==> src/rtl/tcf_pkg.sv <==
// Shared constants and types for the text_cat_filter block.
package tcf_pkg;

   // Default width of the printed line number, in decimal digits.
   localparam int NumberDigitsDefault = 6;

   // Extra output bytes beyond the number digits: tab plus up to four shown bytes.
   localparam int ExtraBytes = 5;

   // Shown form of one input byte is at most four bytes ("M-^X").
   localparam int ShownMax = 4;

   // Character codes.
   localparam logic [7:0] CharTab    = 8'h09;
   localparam logic [7:0] CharLf     = 8'h0A;
   localparam logic [7:0] CharCr     = 8'h0D;
   localparam logic [7:0] CharSpace  = 8'h20;
   localparam logic [7:0] CharDollar = 8'h24;
   localparam logic [7:0] CharDash   = 8'h2D;
   localparam logic [7:0] CharZero   = 8'h30;
   localparam logic [7:0] CharQuery  = 8'h3F;
   localparam logic [7:0] CharUpperI = 8'h49;
   localparam logic [7:0] CharUpperM = 8'h4D;
   localparam logic [7:0] CharCaret  = 8'h5E;
   localparam logic [7:0] CharDel    = 8'h7F;
   localparam logic [7:0] CtrlMax    = 8'h1F;
   localparam logic [7:0] CaretBias  = 8'h40;

   // Configuration register indexes.
   typedef enum logic [2:0] {
      REG_NUMBER_ALL       = 3'd0,
      REG_NUMBER_NONBLANK  = 3'd1,
      REG_SQUEEZE_BLANK    = 3'd2,
      REG_SHOW_ENDS        = 3'd3,
      REG_SHOW_TABS        = 3'd4,
      REG_SHOW_NONPRINTING = 3'd5
   } csr_reg_type;

   // Option bits held by the block.
   typedef struct packed {
      logic number_all;
      logic number_nonblank;
      logic squeeze_blank;
      logic show_ends;
      logic show_tabs;
      logic show_nonprinting;
   } options_type;

endpackage

==> src/rtl/text_cat_filter.sv <==
// text_cat_filter: byte-stream text filter with line numbering and visible control bytes.

// Takes text one byte per transaction on req_ and emits the transformed bytes on rsp_,
// with rsp_run_last marking the final byte produced by each input byte. An input byte
// that begins a line may first produce a NUMBER_DIGITS-wide space-padded decimal line
// number and a tab; the byte itself then yields one to four bytes (caret, M- and '$'
// forms). A squeezed empty line produces no output at all. A two-entry input queue
// feeds one expansion stage, which builds the whole output run of a byte into a shift
// register that drains one byte per cycle to rsp_ while rsp_stall is low. An input
// byte is therefore taken every cycle while each yields one output byte; a byte that
// expands to k bytes (up to NUMBER_DIGITS+5) holds the drain register until all k are
// taken, so the output port sets the rate.
// Options are written through csr_ (always ready, bit 0 of the data kept) and must
// only change while the block is idle.
module text_cat_filter #(
   parameter int NUMBER_DIGITS = tcf_pkg::NumberDigitsDefault
) (
   input  logic       clock,
   input  logic       reset,
   // input byte stream
   input  logic       req_valid,
   output logic       req_stall,
   input  logic [7:0] req_in_byte,
   // output byte stream
   output logic       rsp_valid,
   input  logic       rsp_stall,
   output logic [7:0] rsp_out_byte,
   output logic       rsp_run_last,
   // option registers
   input  logic       csr_valid,
   output logic       csr_ready,
   input  logic [2:0] csr_index,
   input  logic       csr_wdata
);

   localparam int MaxRun  = NUMBER_DIGITS + tcf_pkg::ExtraBytes;
   localparam int CntW    = $clog2(MaxRun + 1);
   localparam int BcdW    = 4 * NUMBER_DIGITS;

   // ---------------- options ----------------
   tcf_pkg::options_type opt_ff, opt_in;

   assign csr_ready = 1'b1;

   always_comb begin
      opt_in = opt_ff;
      if (csr_valid) begin
         unique case (tcf_pkg::csr_reg_type'(csr_index))
            tcf_pkg::REG_NUMBER_ALL:       opt_in.number_all       = csr_wdata;
            tcf_pkg::REG_NUMBER_NONBLANK:  opt_in.number_nonblank  = csr_wdata;
            tcf_pkg::REG_SQUEEZE_BLANK:    opt_in.squeeze_blank    = csr_wdata;
            tcf_pkg::REG_SHOW_ENDS:        opt_in.show_ends        = csr_wdata;
            tcf_pkg::REG_SHOW_TABS:        opt_in.show_tabs        = csr_wdata;
            tcf_pkg::REG_SHOW_NONPRINTING: opt_in.show_nonprinting = csr_wdata;
            default:                       opt_in                  = opt_ff;
         endcase
      end
   end

   // ---------------- input queue (two entries) ----------------
   logic [7:0] fifo_ff [2];
   logic       wr_ptr_ff, wr_ptr_in;
   logic       rd_ptr_ff, rd_ptr_in;
   logic [1:0] fifo_cnt_ff, fifo_cnt_in;
   logic       push, pop;
   logic [7:0] cur_byte;

   // stall comes from registers only, so the two sides stay decoupled
   assign req_stall = fifo_cnt_ff[1];
   assign push      = req_valid && !req_stall;
   assign cur_byte  = fifo_ff[rd_ptr_ff];

   always_comb begin
      wr_ptr_in   = wr_ptr_ff ^ push;
      rd_ptr_in   = rd_ptr_ff ^ pop;
      fifo_cnt_in = fifo_cnt_ff + {1'b0, push} - {1'b0, pop};
   end

   // ---------------- line state ----------------
   logic [BcdW-1:0] bcd_ff, bcd_in;
   logic            at_start_ff, at_start_in;
   logic            prev_empty_ff, prev_empty_in;

   // ---------------- drain register ----------------
   logic [7:0]      run_ff [MaxRun];
   logic [7:0]      run_in [MaxRun];
   logic [CntW-1:0] run_cnt_ff, run_cnt_in;
   logic            take;

   assign rsp_valid    = (run_cnt_ff != '0);
   assign rsp_out_byte = run_ff[0];
   assign rsp_run_last = (run_cnt_ff == CntW'(1));
   assign take         = rsp_valid && !rsp_stall;

   // next item may enter once the drain register is empty or emptying this cycle
   assign pop = (fifo_cnt_ff != 2'd0) &&
                ((run_cnt_ff == '0) || (run_cnt_ff == CntW'(1) && !rsp_stall));

   // ---------------- expansion of the current byte ----------------
   logic            is_lf, squeeze, emit_num;
   logic [7:0]      num_chr [NUMBER_DIGITS];
   logic [BcdW-1:0] bcd_inc;
   logic [7:0]      shown   [tcf_pkg::ShownMax];
   logic [2:0]      shown_n;
   logic [CntW-1:0] ld_cnt;
   logic [7:0]      fill    [MaxRun];

   assign is_lf    = (cur_byte == tcf_pkg::CharLf);
   assign squeeze  = at_start_ff && is_lf && prev_empty_ff && opt_ff.squeeze_blank;
   assign emit_num = at_start_ff && !squeeze &&
                     (opt_ff.number_nonblank ? !is_lf : opt_ff.number_all);

   // number text with leading zeros blanked; the units digit always shows
   always_comb begin
      logic       seen;
      logic [3:0] dig;
      seen = 1'b0;
      for (int i = NUMBER_DIGITS - 1; i >= 0; i--) begin
         dig  = bcd_ff[4*i +: 4];
         seen = seen || (dig != 4'd0) || (i == 0);
         num_chr[NUMBER_DIGITS-1-i] = seen ? (tcf_pkg::CharZero | {4'd0, dig})
                                           : tcf_pkg::CharSpace;
      end
   end

   // BCD increment, held at all nines
   always_comb begin
      logic       carry, full;
      logic [3:0] dig;
      carry   = 1'b1;
      full    = 1'b1;
      bcd_inc = bcd_ff;
      for (int i = 0; i < NUMBER_DIGITS; i++) begin
         dig = bcd_ff[4*i +: 4];
         if (dig != 4'd9) full = 1'b0;
         if (carry) begin
            if (dig >= 4'd9) begin
               bcd_inc[4*i +: 4] = 4'd0;
            end else begin
               bcd_inc[4*i +: 4] = dig + 4'd1;
               carry             = 1'b0;
            end
         end
      end
      if (full) bcd_inc = bcd_ff;
   end

   // shown form of the byte: optional '$' or "M-", optional '^', then the character
   always_comb begin
      logic       dollar, mdash, caret;
      logic [7:0] low, ch;
      dollar = 1'b0;
      mdash  = 1'b0;
      caret  = 1'b0;
      low    = {1'b0, cur_byte[6:0]};
      ch     = cur_byte;
      if (opt_ff.show_tabs && cur_byte == tcf_pkg::CharTab) begin
         caret = 1'b1;
         ch    = tcf_pkg::CharUpperI;
      end else begin
         dollar = opt_ff.show_ends &&
                  (cur_byte == tcf_pkg::CharLf || cur_byte == tcf_pkg::CharCr);
         if (opt_ff.show_nonprinting) begin
            if (cur_byte[7]) begin
               mdash = 1'b1;
               ch    = low;
               if (low <= tcf_pkg::CtrlMax) begin
                  caret = 1'b1;
                  ch    = low + tcf_pkg::CaretBias;
               end else if (low == tcf_pkg::CharDel) begin
                  caret = 1'b1;
                  ch    = tcf_pkg::CharQuery;
               end
            end else if (cur_byte <= tcf_pkg::CtrlMax && cur_byte != tcf_pkg::CharLf &&
                         cur_byte != tcf_pkg::CharCr && cur_byte != tcf_pkg::CharTab) begin
               caret = 1'b1;
               ch    = cur_byte + tcf_pkg::CaretBias;
            end else if (cur_byte == tcf_pkg::CharDel) begin
               caret = 1'b1;
               ch    = tcf_pkg::CharQuery;
            end
         end
      end
      for (int k = 0; k < tcf_pkg::ShownMax; k++) shown[k] = 8'd0;
      if (mdash) begin
         shown[0] = tcf_pkg::CharUpperM;
         shown[1] = tcf_pkg::CharDash;
         shown[2] = caret ? tcf_pkg::CharCaret : ch;
         shown[3] = ch;
         shown_n  = caret ? 3'd4 : 3'd3;
      end else if (dollar) begin
         shown[0] = tcf_pkg::CharDollar;
         shown[1] = ch;
         shown_n  = 3'd2;
      end else if (caret) begin
         shown[0] = tcf_pkg::CharCaret;
         shown[1] = ch;
         shown_n  = 3'd2;
      end else begin
         shown[0] = ch;
         shown_n  = 3'd1;
      end
   end

   // assemble the whole run: number and tab (if any), then the shown form
   always_comb begin
      for (int i = 0; i < MaxRun; i++) begin
         if (emit_num) begin
            if (i < NUMBER_DIGITS)
               fill[i] = num_chr[i];
            else if (i == NUMBER_DIGITS)
               fill[i] = tcf_pkg::CharTab;
            else
               fill[i] = shown[2'(i - NUMBER_DIGITS - 1)];
         end else begin
            fill[i] = (i < tcf_pkg::ShownMax) ? shown[2'(i)] : 8'd0;
         end
      end
      if (squeeze)
         ld_cnt = '0;
      else if (emit_num)
         ld_cnt = CntW'(NUMBER_DIGITS + 1) + CntW'(shown_n);
      else
         ld_cnt = CntW'(shown_n);
   end

   // ---------------- next state ----------------
   always_comb begin
      bcd_in        = bcd_ff;
      at_start_in   = at_start_ff;
      prev_empty_in = prev_empty_ff;
      if (pop && !squeeze) begin
         at_start_in = is_lf;
         if (at_start_ff) prev_empty_in = is_lf;
         if (emit_num) bcd_in = bcd_inc;
      end
   end

   always_comb begin
      run_in     = run_ff;
      run_cnt_in = run_cnt_ff;
      if (pop) begin
         run_in     = fill;
         run_cnt_in = ld_cnt;
      end else if (take) begin
         for (int i = 0; i < MaxRun - 1; i++) run_in[i] = run_ff[i+1];
         run_cnt_in = run_cnt_ff - CntW'(1);
      end
   end

   // ---------------- registers ----------------
   always_ff @(posedge clock) begin
      if (reset) begin
         opt_ff        <= '0;
         wr_ptr_ff     <= 1'b0;
         rd_ptr_ff     <= 1'b0;
         fifo_cnt_ff   <= 2'd0;
         bcd_ff        <= BcdW'(1);
         at_start_ff   <= 1'b1;
         prev_empty_ff <= 1'b0;
         run_cnt_ff    <= '0;
      end else begin
         opt_ff        <= opt_in;
         wr_ptr_ff     <= wr_ptr_in;
         rd_ptr_ff     <= rd_ptr_in;
         fifo_cnt_ff   <= fifo_cnt_in;
         bcd_ff        <= bcd_in;
         at_start_ff   <= at_start_in;
         prev_empty_ff <= prev_empty_in;
         run_cnt_ff    <= run_cnt_in;
      end
   end

   always_ff @(posedge clock) begin
      if (push) fifo_ff[wr_ptr_ff] <= req_in_byte;
      run_ff <= run_in;
   end

`ifndef SYNTHESIS
   // queue never overfills
   a_fifo_bound: assert property (@(posedge clock) disable iff (reset)
      fifo_cnt_ff <= 2'd2)
      else $error("input queue count out of range");

   // a byte that is not squeezed always shows up on the output next cycle
   a_run_loaded: assert property (@(posedge clock) disable iff (reset)
      pop && !squeeze |=> rsp_valid)
      else $error("loaded run did not reach output");

   // a byte other than LF always leaves the block mid-line
   a_mid_line: assert property (@(posedge clock) disable iff (reset)
      pop && !is_lf |=> !at_start_ff)
      else $error("line start set after non-LF byte");
`endif

endmodule

==> config.mk <==
export PLATFORM = sky130hd
export DESIGN_NAME = text_cat_filter
export DESIGN_NICKNAME = d
export VERILOG_FILES = /design/src/rtl/tcf_pkg.sv /design/src/rtl/text_cat_filter.sv
export SDC_FILE = /design/constraint.sdc
export NUM_CORES = 1
export LEC_CHECK = 0
export BUFFER_PORTS_ARGS = -buffer_cell sky130_fd_sc_hd__buf_4
export CORE_MARGIN = 1.5
export CORE_UTILIZATION = 45
export DETAILED_ROUTE_END_ITERATION = 8
export GPL_TIMING_DRIVEN = 0
export PLACE_DENSITY = 0.73
export RECOVER_POWER = 25
export SYNTH_ARGS = -nofsm -noshare
export SYNTH_HDL_FRONTEND = slang
export SYNTH_SLANG_ARGS = --single-unit
export TNS_END_PERCENT = 50
==> constraint.sdc <==
create_clock -name clock -period 10.17 [get_ports clock]
set_input_delay 2.5425 -clock clock [delete_from_list [all_inputs] [get_ports clock]]
set_output_delay 2.5425 -clock clock [all_outputs]
set_load 0.01 [all_outputs]
==> metrics.txt <==
status finished with violations; violated checks max-capacitance violations, max-slew violations; syn avg cell area 10.5 um2; Tmin final 5480 ps; Routed Antenna Nets 0; final setup TNS 0 ps; slowest library cell on the worst path a21oi_1; clk buf depth 2; Worst Reg-to-Reg Cells 7; layout cells sized above 1 a little under an eighth; Post-synth top cells edfxtp_1 (88), nand2_1 (75), nor2_1 (48), dfxtp_1 (40), a21oi_1 (31); Yosys top cell by area edfxtp_1; most area-consuming cells after synthesis edfxtp_1 (41%), dfxtp_1 (12%), ha_1 (5.8%); Finish-stage setup viols 0; RSZ-0062 raised after global routing no; number of remaining DRC errors 0; Critical Path Most Common Cell clkbuf_1; total gr overflow 0; Total Die Area 15,000 um2; router iterations before antenna repair 5; Peak Freq roughly 0.18 GHz; final count of pins violating max slew 51; Synth top area share between 40% and 50%; number of global-route vias before repair 4,837; final worst-path cycle share a little over half; Post-Route Utilization 53.4%; Iter 0 DRT Violations 535; total CTS buffers 17; Die Width approximately 120 um; most frequent cell after synthesis edfxtp_1; Final Non-Filler Cells ~860; n_diodes 0; Mapped Cells 616; Synth Flop Type edfxtp_1; Async SR Flop Fraction 0%; total setup buffers inserted after CTS 0; DR vias around 5,000; Hold Crit Class register to register; GPL Wtd Cong 0.926; Yosys Warn Count 0; Worst setup SP type primary input; Clock transition at path regs 60 ps; first-pass GRT wire length 24,500 um; # clock sinks 128; CTS root buf clkbuf_16; measured slew at the worst slew-check pin 1810 ps; drt wl/cell ~18 um; hold_ws 504 ps; clock latency on the worst-skew pair 420 ps; post-synthesis instance area 6440 um2; Vert. Die Dim about 120 um; Area growth syn-to-layout 15.5%; CTS tree yes; final WL 15,200 um; max cap viols 2; Synth cell types 67; critical path cell sequence clkbuf_1 -> a21oi_1 -> clkbuf_1 -> buf_12; EDFF count, synth 88; Worst EP arrival roughly 5600 ps; Final Hold Vio Count 0; Detail Placement HPWL 10,900 um; Top Ports 29; hold_buf cts 0; final net count 711; Critical Path Max Stage Delay 1350 ps; skew final 8.98 ps; pwr/cell area 284 nW/um2; Global Route Usage Sum between 20 and 25%; Slew headroom -20.7%; placed cells between 800 and 900; crit-path max FO 31; vias per cell about 5.8; largest net degree at the start of global routing 32; Static Leak approximately 2.8 nW; Peak VDD IR 0.000156 V; number of synthesized register bits ~130; CP required 10,280 ps; # resized after CTS 0; register area share after synthesis 53.4%; worst setup path class primary input to register; core area 13,900 um2; WHS Path Cells 2; CP Capture Type register; Syn Nets about 660; power after layout 2.12 mW; initial antenna violation count 0; CTS H-tree depth 4; row count 43; Port Buf Inserts 27; Fillers 1,182; Initial Util 46.2%
final timing paths:
| check | slack (ps) | endpoint | start |
|---|---|---|---|
| setup / recovery | 4690 | run_ff[57]$_DFFE_PP_ | rsp_stall |
| hold / removal | 500 | bcd_ff[9]$_SDFFE_PP0P_ | bcd_ff[9]$_SDFFE_PP0P_ |
| setup reg to reg | 6030 | run_ff[57]$_DFFE_PP_ | run_cnt_ff[0]$_SDFFE_PP0P_ |
| hold reg to reg | 500 | bcd_ff[9]$_SDFFE_PP0P_ | bcd_ff[9]$_SDFFE_PP0P_ |
flip-flops by register name, summed over array words and instances (netlist names), 2 cells and up:
signal	flops
run_ff	64
run_cnt_ff	4
fifo_cnt_ff	2
rsp_out_byte	8
fifo_ff	16
opt_ff	6
bcd_ff	24
cell usage in the layout, fill, tap and decap left out, types with 4 or more instances in the layout:
cell	synthesis	layout
edfxtp_1	88	88
and2_1	19	19
nor3_1	20	20
buf_4	9	25
o21ai_0	26	26
clkbuf_16	0	17
and3_1	9	9
clkbuf_1	19	24
o21a_1	4	4
inv_1	23	23
nand3_1	24	24
o21ai_1	5	5
nand2b_1	10	10
o211ai_1	5	5
a22o_1	5	5
nand2_1	75	75
a41oi_1	6	6
clkinv_4	0	5
clkbuf_4	0	10
nand4b_1	6	6
ha_1	30	30
o31ai_1	16	16
nor2b_1	5	5
a21oi_1	31	31
nor2_1	48	48
a31oi_1	4	4
dfxtp_1	40	40
mux2i_1	12	12
a21o_1	4	4
nand4_1	6	6
routing by layer:
metal	up-vias	GRT usage, %	share of wire [%]
met5	-	0	0
met4	0	9.16	2.1
met3	29	5.76	7.0
met2	210	33.0	47
met1	2401	29.2	44
li1	2363	-	-
power breakdown:
part	internal [mW]	switching [mW]	total, mW
combinational	0.243	0.404	0.647
sequential	0.840	0.0634	0.904
clock	0.336	0.229	0.566
critical path, delay by kind of cell:
family,cells,cell delay [ps]
compound gates,1,1350
buf+inv,3,1670
cell families after synthesis:
family          Yosys count  share of synthesized area (%)
compound gates          126                           12.9
fa+ha+maj                30                           5.83
other cells               1                         0.0582
buf+inv                  57                           4.19
mux                      16                           2.76
xor+xnor                  4                          0.544
flops                   128                           53.4
simple gates            254                           20.3
final cells by class:
| class | count | area (um2) | share of cell area (%) |
|---|---|---|---|
| buffer | 34 | 184 | 2.47 |
| clock buffer | 20 | 437 | 5.87 |
| clock inverter | 12 | 114 | 1.53 |
| inverter | 23 | 86.3 | 1.16 |
| multi-input combinational | 431 | 2730 | 36.7 |
| sequential | 128 | 3440 | 46.3 |
| tap | 180 | 225 | 3.03 |
| timing repair buffer | 29 | 223 | 2.99 |
metrics by stage:
step	cell area (um2)	setup WS, ps
floorplan	6440	3070
global placement	6870	1420
detailed placement	6920	4940
CTS	7470	5370
global route	7440	4480
finish	7440	4690
No activity file was read; power rests on OpenSTA's default activity.
